--- src/rtl/tgcl_pkg.sv ---
`timescale 1ns / 1ps
`default_nettype none

package tgcl_pkg;

    localparam int CORDIC_STEPS_DEF = 32;
    localparam int ISQRT_STEPS      = 31;

    localparam int LON_W  = 29;
    localparam int LAT_W  = 28;
    localparam int RAD_W  = 24;
    localparam int LEN_W  = 40;
    localparam int SUM_W  = 48;
    localparam int ANG_W  = 31;
    localparam int MAG_W  = 27;
    localparam int DEGK_W = 23;
    localparam int ZP_W   = 50;
    localparam int ZR_W   = ZP_W + 1;
    localparam int CW     = 38;
    localparam int SC_W   = 32;
    localparam int P_W    = 64;
    localparam int T_W    = 34;
    localparam int P3_W   = 66;
    localparam int ARG_W  = 37;
    localparam int RT_W   = 62;
    localparam int LHI_W  = 40;
    localparam int LLO_W  = 56;

    localparam logic signed [ANG_W-1:0] FULL_TURN    = 31'sd360000000;
    localparam logic signed [ANG_W-1:0] HALF_TURN    = 31'sd180000000;
    localparam logic signed [ANG_W-1:0] QUARTER_TURN = 31'sd90000000;
    localparam logic [DEGK_W-1:0]       DEG_TO_RAD_K = 23'd4912665;
    localparam logic signed [CW-1:0]    CORDIC_GAIN  = 38'sd2608131496;
    localparam logic signed [CW-1:0]    HALF_PI      = 38'sd6746518852;
    localparam logic signed [ARG_W-1:0] ARG_ONE      = 37'sd1073741824;
    localparam logic signed [P_W-1:0]   ONE_SQ       = 64'sh1000_0000_0000_0000;
    localparam logic [RAD_W-1:0]        RADIUS_RST   = 24'd6380000;

    localparam logic [1:0] SEL_LAT1 = 2'd0;
    localparam logic [1:0] SEL_LAT2 = 2'd1;
    localparam logic [1:0] SEL_DLON = 2'd2;

    typedef enum logic [4:0] {
        S_IDLE, S_CHK, S_LOAD, S_RED, S_ZMUL, S_ZINIT, S_ROT, S_SCSAVE,
        S_P1, S_P2, S_P3, S_ARG, S_SQ, S_SQRT, S_VINIT, S_VEC, S_ACC,
        S_FIN, S_LEN1, S_LEN2
    } t_state;

    typedef enum logic [4:0] {
        OP_NONE, OP_ACCEPT, OP_LOAD, OP_RED, OP_ZMUL, OP_ZINIT, OP_ROT,
        OP_SCSAVE, OP_P1, OP_P2, OP_P3, OP_ARG, OP_SQ, OP_SQRT, OP_VINIT,
        OP_VEC, OP_ACC, OP_FIN, OP_LEN1, OP_LEN2
    } t_op;

    typedef struct packed {
        t_op        op;
        logic [1:0] sel;
    } t_cmd;

    typedef struct packed {
        logic have_prev;
        logic last;
        logic red_done;
        logic out_busy;
    } t_stat;

    // arctangent of 2^-i in radians at 2^-32
    function automatic logic signed [CW-1:0] f_atan(input logic [5:0] i);
        logic signed [CW-1:0] v;
        case (i)
            6'd0:    v = 38'sd3373259426;
            6'd1:    v = 38'sd1991351318;
            6'd2:    v = 38'sd1052175346;
            6'd3:    v = 38'sd534100635;
            6'd4:    v = 38'sd268086748;
            6'd5:    v = 38'sd134174063;
            6'd6:    v = 38'sd67103403;
            6'd7:    v = 38'sd33553749;
            6'd8:    v = 38'sd16777131;
            6'd9:    v = 38'sd8388597;
            6'd10:   v = 38'sd4194303;
            default: v = (i <= 6'd32) ? (CW'(1) << (6'd32 - i)) : '0;
        endcase
        return v;
    endfunction

endpackage

`default_nettype wire

--- src/rtl/tgcl_ctrl.sv ---
`timescale 1ns / 1ps
`default_nettype none

module tgcl_ctrl #(
    parameter int CORDIC_STEPS = tgcl_pkg::CORDIC_STEPS_DEF
) (
    input  logic                 i_clk,
    input  logic                 i_rst_n,
    input  logic                 i_in_valid,
    output logic                 o_in_ready,
    input  tgcl_pkg::t_stat      i_stat,
    output tgcl_pkg::t_cmd       o_cmd,
    output logic [$clog2((CORDIC_STEPS > tgcl_pkg::ISQRT_STEPS) ? CORDIC_STEPS
                         : tgcl_pkg::ISQRT_STEPS)-1:0] o_idx
);
    localparam int CNT_W = $clog2((CORDIC_STEPS > tgcl_pkg::ISQRT_STEPS) ? CORDIC_STEPS
                                  : tgcl_pkg::ISQRT_STEPS);
    localparam logic [CNT_W-1:0] CNT_ROT_LAST  = CNT_W'(CORDIC_STEPS - 1);
    localparam logic [CNT_W-1:0] CNT_SQRT_LAST = CNT_W'(tgcl_pkg::ISQRT_STEPS - 1);

    tgcl_pkg::t_state r_state, n_state;
    logic [CNT_W-1:0] r_cnt, n_cnt;
    logic [1:0]       r_sel, n_sel;

    always_ff @(posedge i_clk) begin
        if (!i_rst_n) begin
            r_state <= tgcl_pkg::S_IDLE;
            r_cnt   <= '0;
            r_sel   <= tgcl_pkg::SEL_LAT1;
        end else begin
            r_state <= n_state;
            r_cnt   <= n_cnt;
            r_sel   <= n_sel;
        end
    end

    always_comb begin
        n_state = r_state;
        n_cnt   = r_cnt;
        n_sel   = r_sel;
        case (r_state)
            tgcl_pkg::S_IDLE: begin
                if (i_in_valid) n_state = tgcl_pkg::S_CHK;
            end
            tgcl_pkg::S_CHK: begin
                n_sel   = tgcl_pkg::SEL_LAT1;
                n_state = i_stat.have_prev ? tgcl_pkg::S_LOAD : tgcl_pkg::S_FIN;
            end
            tgcl_pkg::S_LOAD:  n_state = tgcl_pkg::S_RED;
            tgcl_pkg::S_RED: begin
                if (i_stat.red_done) n_state = tgcl_pkg::S_ZMUL;
            end
            tgcl_pkg::S_ZMUL:  n_state = tgcl_pkg::S_ZINIT;
            tgcl_pkg::S_ZINIT: begin
                n_cnt   = '0;
                n_state = tgcl_pkg::S_ROT;
            end
            tgcl_pkg::S_ROT: begin
                if (r_cnt == CNT_ROT_LAST) n_state = tgcl_pkg::S_SCSAVE;
                else n_cnt = r_cnt + CNT_W'(1);
            end
            tgcl_pkg::S_SCSAVE: begin
                if (r_sel == tgcl_pkg::SEL_DLON) begin
                    n_state = tgcl_pkg::S_P1;
                end else begin
                    n_sel   = r_sel + 2'd1;
                    n_state = tgcl_pkg::S_LOAD;
                end
            end
            tgcl_pkg::S_P1:    n_state = tgcl_pkg::S_P2;
            tgcl_pkg::S_P2:    n_state = tgcl_pkg::S_P3;
            tgcl_pkg::S_P3:    n_state = tgcl_pkg::S_ARG;
            tgcl_pkg::S_ARG:   n_state = tgcl_pkg::S_SQ;
            tgcl_pkg::S_SQ: begin
                n_cnt   = '0;
                n_state = tgcl_pkg::S_SQRT;
            end
            tgcl_pkg::S_SQRT: begin
                if (r_cnt == CNT_SQRT_LAST) n_state = tgcl_pkg::S_VINIT;
                else n_cnt = r_cnt + CNT_W'(1);
            end
            tgcl_pkg::S_VINIT: begin
                n_cnt   = '0;
                n_state = tgcl_pkg::S_VEC;
            end
            tgcl_pkg::S_VEC: begin
                if (r_cnt == CNT_ROT_LAST) n_state = tgcl_pkg::S_ACC;
                else n_cnt = r_cnt + CNT_W'(1);
            end
            tgcl_pkg::S_ACC:   n_state = tgcl_pkg::S_FIN;
            tgcl_pkg::S_FIN: begin
                n_state = i_stat.last ? tgcl_pkg::S_LEN1 : tgcl_pkg::S_IDLE;
            end
            tgcl_pkg::S_LEN1:  n_state = tgcl_pkg::S_LEN2;
            tgcl_pkg::S_LEN2: begin
                if (!i_stat.out_busy) n_state = tgcl_pkg::S_IDLE;
            end
            default:           n_state = tgcl_pkg::S_IDLE;
        endcase
    end

    always_comb begin
        o_in_ready = (r_state == tgcl_pkg::S_IDLE);
        o_idx      = r_cnt;
        o_cmd.sel  = r_sel;
        case (r_state)
            tgcl_pkg::S_IDLE:   o_cmd.op = i_in_valid ? tgcl_pkg::OP_ACCEPT : tgcl_pkg::OP_NONE;
            tgcl_pkg::S_CHK:    o_cmd.op = tgcl_pkg::OP_NONE;
            tgcl_pkg::S_LOAD:   o_cmd.op = tgcl_pkg::OP_LOAD;
            tgcl_pkg::S_RED:    o_cmd.op = tgcl_pkg::OP_RED;
            tgcl_pkg::S_ZMUL:   o_cmd.op = tgcl_pkg::OP_ZMUL;
            tgcl_pkg::S_ZINIT:  o_cmd.op = tgcl_pkg::OP_ZINIT;
            tgcl_pkg::S_ROT:    o_cmd.op = tgcl_pkg::OP_ROT;
            tgcl_pkg::S_SCSAVE: o_cmd.op = tgcl_pkg::OP_SCSAVE;
            tgcl_pkg::S_P1:     o_cmd.op = tgcl_pkg::OP_P1;
            tgcl_pkg::S_P2:     o_cmd.op = tgcl_pkg::OP_P2;
            tgcl_pkg::S_P3:     o_cmd.op = tgcl_pkg::OP_P3;
            tgcl_pkg::S_ARG:    o_cmd.op = tgcl_pkg::OP_ARG;
            tgcl_pkg::S_SQ:     o_cmd.op = tgcl_pkg::OP_SQ;
            tgcl_pkg::S_SQRT:   o_cmd.op = tgcl_pkg::OP_SQRT;
            tgcl_pkg::S_VINIT:  o_cmd.op = tgcl_pkg::OP_VINIT;
            tgcl_pkg::S_VEC:    o_cmd.op = tgcl_pkg::OP_VEC;
            tgcl_pkg::S_ACC:    o_cmd.op = tgcl_pkg::OP_ACC;
            tgcl_pkg::S_FIN:    o_cmd.op = tgcl_pkg::OP_FIN;
            tgcl_pkg::S_LEN1:   o_cmd.op = tgcl_pkg::OP_LEN1;
            tgcl_pkg::S_LEN2:   o_cmd.op = i_stat.out_busy ? tgcl_pkg::OP_NONE
                                                           : tgcl_pkg::OP_LEN2;
            default:            o_cmd.op = tgcl_pkg::OP_NONE;
        endcase
    end

endmodule

`default_nettype wire

--- config.mk ---
export PLATFORM = sky130hd
export DESIGN_NAME = tgcl_ctrl
export DESIGN_NICKNAME = d
export VERILOG_FILES = /design/src/rtl/tgcl_pkg.sv /design/src/rtl/tgcl_ctrl.sv
export SDC_FILE = /design/constraint.sdc
export NUM_CORES = 1
export LEC_CHECK = 0
export BUFFER_PORTS_ARGS = -buffer_cell sky130_fd_sc_hd__buf_2
export CORE_MARGIN = 2
export CORE_UTILIZATION = 52
export DETAILED_ROUTE_END_ITERATION = 6
export PLACE_DENSITY_LB_ADDON = 0.1
export REMOVE_ABC_BUFFERS = 1
export SLEW_MARGIN = 10
export SYNTH_ARGS = -nofsm -noshare
export SYNTH_HDL_FRONTEND = slang
export SYNTH_SLANG_ARGS = --single-unit
--- constraint.sdc ---
create_clock -name i_clk -period 2.5 [get_ports i_clk]
set_clock_uncertainty 0.15 [all_clocks]
set_input_delay 0.125 -clock i_clk [delete_from_list [all_inputs] [get_ports i_clk]]
set_output_delay 0.125 -clock i_clk [all_outputs]
set_load 0.05 [all_outputs]
==> out/results.ini, run 1 <==
[critical_path]
path_cells = ha_1 -> and3_1 -> ha_1 -> nor2b_1 -> maj3_1 -> o21ai_2 -> a21o_1 -> o21ai_0
crit_buf_inv = 0
slowest_stage = dfxtp_1
crit_path_start_kind = register
max_stage_delay_ns = 0.41
crit_top_cell = ha_1
arrival_ns = 2.26
crit_required_ns = 2.52
crit_family = adder cells
end_kind = register
setup.worst_path.class = reg2reg
critPathMaxFanout = 8

[die]
initial_core_util = 0.574
ioPinCount = 20
core-area_um2 = 1560
fp.dieH_um = 45.5
die_w_um = 45.5
rows = 14
dieArea_um2 = 2070

[logic_synthesis]
synth_seq_area_share = 0.269
async_flop_share = 0
ys_types = 45
netlist_instances = 113
synthFlopType = dfxtp_1
syn_avg_cell_area_um2 = 7.92
synth-seq-cells = 12
yosysWarningCount = 0
synth_edf_count = 0
netlist_area_um2 = 895

[sta]
rsz0062_at_grt = false
fin_ws_ns = 0.262
slew_viol_final = 0
fin_crit_sh = 0.895
tns_ns = 0
post-route-min-period_ns = 2.24
setup_viol = 0
slew_headroom = 0.692
tightestPinTransition_ns = 0.449
hold_violations = 0
fmax_mhz = 447

[route]
wl_per_cell_um = 14.4
dr.pass1.iters = 4
avgViaCountPerCell = 6.39
drtIter0Drc = 46
vias = 926
drc_errors = 0
routed_wl_um = 2090
ant_nets = 0

[power_and_ir_drop]
power_density_nw_per_um2 = 985
leakagePower_nw = 0.415
ir_drop_uv = 530

[cells_and_area]
final_cell_mix = buf_2 (19), dfxtp_1 (12), nand2_1 (8), a21oi_1 (8), nor2_1 (8)
fin_cells = 145
layout-drive-gt1-share = 0.217
layout.cells.most_common = buf_2
synthToLayoutAreaGrowth_pct = 11.2
num_antenna_cells = 0
nNetsFinal = 141

[clocking]
numCtsBuffers = 3
clockBufferDepth = 2
htree_levels = 1
cts-hold-fix-buffers = 0
clkSinkCount = 12
clk_pin_slew_ns = 0.08
cts_tree = built
clock_latency_ns = 0.28
cts.repair.resized = 0
cts_root_buf = clkbuf_4
cts_setup_buffers = 0

[min_path]
hold_class = in2reg

[grt]
grt-ovfl-total = 0
grt_start_max_net_pins = 14
grt_pass1_vias = 762
grt_pass1_wl_um = 3570
antenna_found_initial = 0
grt_usage = 0.238

[place]
io_buffers = 19
gp_routability_congestion = 0.870
hpwl_um = 1510
preCtsSetupSlack_ns = 0.271
dp_cells = 141

[status]
status = complete, no violations

[job]
drv_cap = 0

## sequential cells by signal (all words and copies together) (netlist names)
register	flops
r_sel	2
r_state	5
o_idx	5
## synthesized netlist by cell type (all sizes together) (3+ instances only)
library cell	n	area (µm²)
nor2	8	30.0
a21oi	8	40.0
nor2b	4	27.5
ha	4	50.1
buf	6	51.3
o211ai	5	37.5
nand4	3	18.8
dfxtp	12	240
inv	6	22.5
nor3	3	15.0
nand2	8	30.0
nand3	5	30.0
o21ai	6	33.8
## cell type report
cell class                      instances  area, µm²
Multi-Input combinational cell         86        569
Fill cell                             140        564
Sequential cell                        12        240
Timing Repair Buffer                   20        103
Clock buffer                            4       36.3
Inverter                                7       26.3
Tap cell                               16       20.0
## through the flow
| step | power, mW | hold WS, ns | utilization | instance area, µm² |
|---|---|---|---|---|
| after floorplan | 0.693 | 0.0782 | - | 836 |
| after global placement | 0.812 | 0.285 | 0.615 | 958 |
| after detailed placement | 0.817 | 0.291 | 0.615 | 958 |
| after CTS | 0.977 | 0.00945 | 0.638 | 995 |
| after global routing | 1.04 | 0.0127 | 0.638 | 995 |
| final | 0.980 | 0.0112 | 0.638 | 995 |
## per-layer routing
metal	GRT usage	vias up	routed length, µm
li1	-	453	-
met1	0.327	422	968
met2	0.346	45	934
met3	0.0675	6	144
met4	0.0941	0	40
met5	0	-	0
## cell families after synthesis
group / synth area share
AOI/OAI and AO/OA: 0.294
xor gates and xnor gates: 0.00979
DFF: 0.269
muxes: 0.0112
buffers and inverters: 0.0951
adders and majority gates: 0.0671
and+or+nand+nor: 0.255
## final timing paths
check	depth (start not counted)	to	slack [ns]	from
max	8	o_idx[2]$_SDFFE_PN0P_	0.26	o_idx[0]$_SDFFE_PN0P_
min	2	r_sel[1]$_SDFFE_PN0P_	0.01	i_rst_n
max reg2reg	8	o_idx[2]$_SDFFE_PN0P_	0.26	o_idx[0]$_SDFFE_PN0P_
min reg2reg	2	o_idx[4]$_SDFFE_PN0P_	0.34	o_idx[4]$_SDFFE_PN0P_
## report_power, final
group / switching (mW) / internal [mW]
logic: 0.366 / 0.168
registers: 0.0710 / 0.218
clock network: 0.0690 / 0.0886
total: 0.506 / 0.474
Power figures use the tool's default switching activity.
==> inputs of run 2 (changes only) <==
--- a/config.mk
+++ b/config.mk
@@ -10,6 +10,7 @@
 export CORE_UTILIZATION = 52
 export DETAILED_ROUTE_END_ITERATION = 6
 export PLACE_DENSITY_LB_ADDON = 0.1
+export RECOVER_POWER = 25
 export REMOVE_ABC_BUFFERS = 1
 export SLEW_MARGIN = 10
 export SYNTH_ARGS = -nofsm -noshare
==> constraint.sdc (replaced) <==
create_clock -name i_clk -period 2.5 [get_ports i_clk]
set_clock_uncertainty 0.15 [all_clocks]
set_input_delay 0.125 -clock i_clk [delete_from_list [all_inputs] [get_ports i_clk]]
set_output_delay 0.125 -clock i_clk [all_outputs]
set_load 0.1 [all_outputs]
==> out/results.ini, run 2 (synthesized netlist as in run 1, its figures left out) <==
[status]
status = complete, no violations

[route]
wl_met2_um = 918
drc_errors = 0
routed_wl_um = 2000
wl_per_cell_um = 13.7
ant_nets = 0
met1Wirelength_um = 985
drtIter0Drc = 27
avgViaCountPerCell = 6.10
dr.pass1.iters = 4
top_layer_used = met4
vias = 890
wl_met3_um = 78

[clocking]
clkSinkCount = 12
cts_root_buf = clkbuf_4
cts.repair.resized = 0
clk_pin_slew_ns = 0.07
clock_latency_ns = 0.28
cts_tree = built
htree_levels = 1
numCtsBuffers = 3
clockBufferDepth = 2

[sta]
tightestPinTransition_ns = 1.17
setup_viol = 0
fmax_mhz = 445
slew_headroom = 0.221
hold_violations = 0
slew_viol_final = 0
holdWs_ns = 0.146
tns_ns = 0
rsz0062_at_grt = false
fin_ws_ns = 0.252
post-route-min-period_ns = 2.25
fin_crit_sh = 0.899

[critical_path]
crit_start = o_idx[0]$_SDFFE_PN0P_
critPathMaxFanout = 8
path_cells = ha_1 -> and3_1 -> ha_1 -> nor2b_1 -> maj3_1 -> o21ai_2 -> a21o_1 -> o31ai_1
crit_top_cell = ha_1
worstReg2RegStart = o_idx[0]$_SDFFE_PN0P_
setup.worst_path.class = reg2reg
end_kind = register
max_stage_delay_ns = 0.41
arrival_ns = 2.26
crit_required_ns = 2.51
crit_path_start_kind = register
slowest_stage = dfxtp_1

[place]
gp_routability_congestion = 0.871
preCtsSetupSlack_ns = 0.258
dp_cells = 141
hpwl_um = 1510
io_buffers = 19

[die]
initial_core_util = 0.574
die_w_um = 45.5
rows = 14
fp.dieH_um = 45.5
ioPinCount = 20
dieArea_um2 = 2070
core-area_um2 = 1560

[grt]
grt_start_max_net_pins = 14
antenna_found_initial = 0
grt_pass1_wl_um = 3510
grt_pass1_vias = 801
grt-ovfl-total = 0
grt_usage = 0.235

[cells_and_area]
layout.cells.most_common = buf_2
num_antenna_cells = 0
synthToLayoutAreaGrowth_pct = 11.5
fin_cells = 146
final_cell_mix = buf_2 (13), dfxtp_1 (12), nand2_1 (8), a21oi_1 (8), nor2_1 (8)
layout-drive-gt1-share = 0.169
nNetsFinal = 142

[power_and_ir_drop]
power_density_nw_per_um2 = 1150
leakagePower_nw = 0.392
power_mw = 1.15
ir_drop_uv = 729

[min_path]
min_from = i_stat[3]
hold_class = in2reg

[job]
drv_cap = 0

-- run 2: path summary, 6_finish.rpt --
kind	end	slack [ns]	depth (start not counted)
hold / removal	r_state[4]$_SDFFE_PN0P_	0.15	4
hold reg to reg	o_idx[4]$_SDFFE_PN0P_	0.35	2
setup reg to reg	o_idx[0]$_SDFFE_PN0P_	0.25	8
setup / recovery	o_idx[0]$_SDFFE_PN0P_	0.25	8
-- run 2: metrics by stage --
stage | utilization | cell area, µm²
floorplan | - | 836
global placement | 0.615 | 958
detailed placement | 0.615 | 958
CTS | 0.644 | 1000
global route | 0.640 | 997
finish | 0.640 | 997
-- run 2: layout make-up --
type	instances	area (µm²)
Clock buffer	4	36.3
Sequential cell	12	240
Timing Repair Buffer	21	105
Multi-Input combinational cell	86	569
Fill cell	141	562
Inverter	7	26.3
Tap cell	16	20.0
-- run 2: worst max-delay path: cells and delay by family, from the launching register on --
family | cells | cell delay (ns)
adders and majority gates | 3 | 0.76
AOI/OAI and AO/OA | 3 | 0.58
DFF | 1 | 0.41
and+or+nand+nor | 2 | 0.23
-- run 2: report_power, final --
| group | internal [mW] | total [mW] | switching (mW) |
|---|---|---|---|
| logic | 0.168 | 0.707 | 0.540 |
| registers | 0.218 | 0.287 | 0.0699 |
| clock network | 0.0886 | 0.155 | 0.0668 |
| total | 0.474 | 1.15 | 0.676 |
-- run 2: routing by layer --
| metal | vias up | track usage |
|---|---|---|
| met3 | 2 | 0.0595 |
| met2 | 26 | 0.344 |
| met5 | - | 0 |
| met1 | 407 | 0.328 |
| met4 | 0 | 0.0882 |
| li1 | 455 | - |
-- run 2: timing repair --
action,4_1_cts,5_1_grt
hold buffers,1,0
endpoints found under the hold margin,2,0
setup endpoints to repair,0,0
setup buffers,0,0
==> inputs of run 3 (changes only) <==
--- a/config.mk
+++ b/config.mk
@@ -7,7 +7,8 @@
 export LEC_CHECK = 0
 export BUFFER_PORTS_ARGS = -buffer_cell sky130_fd_sc_hd__buf_2
 export CORE_MARGIN = 2
-export CORE_UTILIZATION = 52
+export CORE_UTILIZATION = 55
+export CTS_BUF_LIST = sky130_fd_sc_hd__clkbuf_2 sky130_fd_sc_hd__clkbuf_4 sky130_fd_sc_hd__clkbuf_8
 export DETAILED_ROUTE_END_ITERATION = 6
 export PLACE_DENSITY_LB_ADDON = 0.1
 export RECOVER_POWER = 25
==> out/results.ini, run 3 (synthesized netlist as in run 1, its figures left out) <==
[critical_path]
path_cells = or3_1 -> nor3_1 -> o2bb2ai_1 -> buf_2
end_kind = output pin
slowest_stage = dfxtp_1
max_stage_delay_ns = 0.48
endpoint = o_cmd[2]
arrival_ns = 2.02
worstReg2RegStart = o_idx[1]$_SDFFE_PN0P_
setup.worst_path.class = reg2out
r2r_cells = 8
r2r_slack_ns = 0.26
crit_start = r_state[4]$_SDFFE_PN0P_
crit_path_start_kind = register
r2r-end = o_idx[2]$_SDFFE_PN0P_
critPathMaxFanout = 16
crit_required_ns = 2.23

[die]
dieArea_um2 = 1970
fp.dieH_um = 44.3
initial_core_util = 0.587
ioPinCount = 20
core-area_um2 = 1520
die_w_um = 44.3
rows = 14

[clocking]
cts_setup_buffers = 0
cts_root_buf = clkbuf_4
clk_pin_slew_ns = 0.09
clkSinkCount = 12
htree_levels = 1
clockBufferDepth = 2
clock_latency_ns = 0.28
numCtsBuffers = 3
cts-hold-fix-buffers = 0
cts_tree = built
cts.repair.resized = 0

[cells_and_area]
nNetsFinal = 140
regArea_um2 = 240
synthToLayoutAreaGrowth_pct = 9.51
num_antenna_cells = 0
final_cell_mix = buf_2 (13), dfxtp_1 (12), nand2_1 (8), a21oi_1 (8), nor2_1 (8)
layout-drive-gt1-share = 0.164
nFillCells = 148
layout.cells.most_common = buf_2
fin_cells = 144
multiInputGateArea_um2 = 569

[route]
drc_errors = 0
wl_per_cell_um = 14.2
dr.pass1.iters = 4
drtIter0Drc = 35
ant_nets = 0
avgViaCountPerCell = 6.14
routed_wl_um = 2040
vias = 884

[sta]
post-route-min-period_ns = 2.30
setup_viol = 0
slew_headroom = 0.227
rsz0062_at_grt = false
fin_ws_ns = 0.200
tightestPinTransition_ns = 1.16
slew_viol_final = 0
fin_crit_sh = 0.920
fmax_mhz = 435
hold_violations = 0

[place]
dp_cells = 140
hpwl_um = 1450
io_buffers = 19
preCtsSetupSlack_ns = 0.296
gp_routability_congestion = 0.871

[power_and_ir_drop]
ir_drop_uv = 754
leakagePower_nw = 0.383
power_density_nw_per_um2 = 1170

[grt]
grt_pass1_vias = 731
grt_usage = 0.226
grt-ovfl-total = 0
grt_start_max_net_pins = 17
grt_pass1_wl_um = 3290
antenna_found_initial = 0

[status]
status = complete, no violations

[job]
drv_cap = 0

[min_path]
hold_path_depth = 3
hold_class = in2reg

[run 3: cell count changes in the layout (fill, tap and decap cells not counted)]
cell,change
dlygate4sd3_1,-1
buf_4,-1
[run 3: where the power goes]
group	switching, mW	total (mW)	internal, mW
registers	0.0781	0.296	0.217
clock network	0.0725	0.161	0.0886
logic	0.527	0.689	0.162
total	0.677	1.15	0.468
[run 3: how the worst min path moves through the flow]
stage / start / to / slack [ns]
global route: i_rst_n / r_state[1]$_SDFFE_PN0P_ / 0.03
CTS: i_rst_n / r_state[1]$_SDFFE_PN0P_ / 0.005
detailed placement: i_rst_n / r_state[1]$_SDFFE_PN0P_ / 0.30
floorplan: i_rst_n / r_state[1]$_SDFFE_PN0P_ / 0.08
finish: i_rst_n / r_state[1]$_SDFFE_PN0P_ / 0.004
global placement: i_rst_n / r_state[1]$_SDFFE_PN0P_ / 0.29
[run 3: worst max-delay path: cells and delay by family (launching register included)]
family                 cells  cell delay, ns
AO/OA/AOI/OAI              1            0.14
AND/OR/NAND/NOR            2            0.69
buffers and inverters      1            0.44
flip-flops                 1            0.48
[run 3: routing by layer]
layer / part of all wire / GRT usage / vias up
li1: - / - / 457
met1: 0.50 / 0.330 / 398
met2: 0.44 / 0.341 / 25
met3: 0.042 / 0.0245 / 4
met4: 0.012 / 0.0909 / 0
met5: 0 / 0 / -
[run 3: cell type report]
| type | count | area share |
|---|---|---|
| clock buffer | 4 | 0.0370 |
| inverter | 7 | 0.0268 |
| multi-input combinational | 86 | 0.581 |
| sequential | 12 | 0.245 |
| tap | 16 | 0.0204 |
| timing repair buffer | 19 | 0.0894 |
[run 3: stage by stage]
stage                     setup TNS (ns)  hold WS [ns]  area, µm²   util  total power [mW]
final                                  0       0.00433        980  0.643              1.15
after CTS                              0       0.00509        987  0.648              1.14
after floorplan                    -4.94        0.0782        836      -             0.831
after global routing                   0        0.0314        980  0.643              1.20
after global placement                 0         0.289        951  0.624             0.982
after detailed placement               0         0.299        951  0.624             0.984
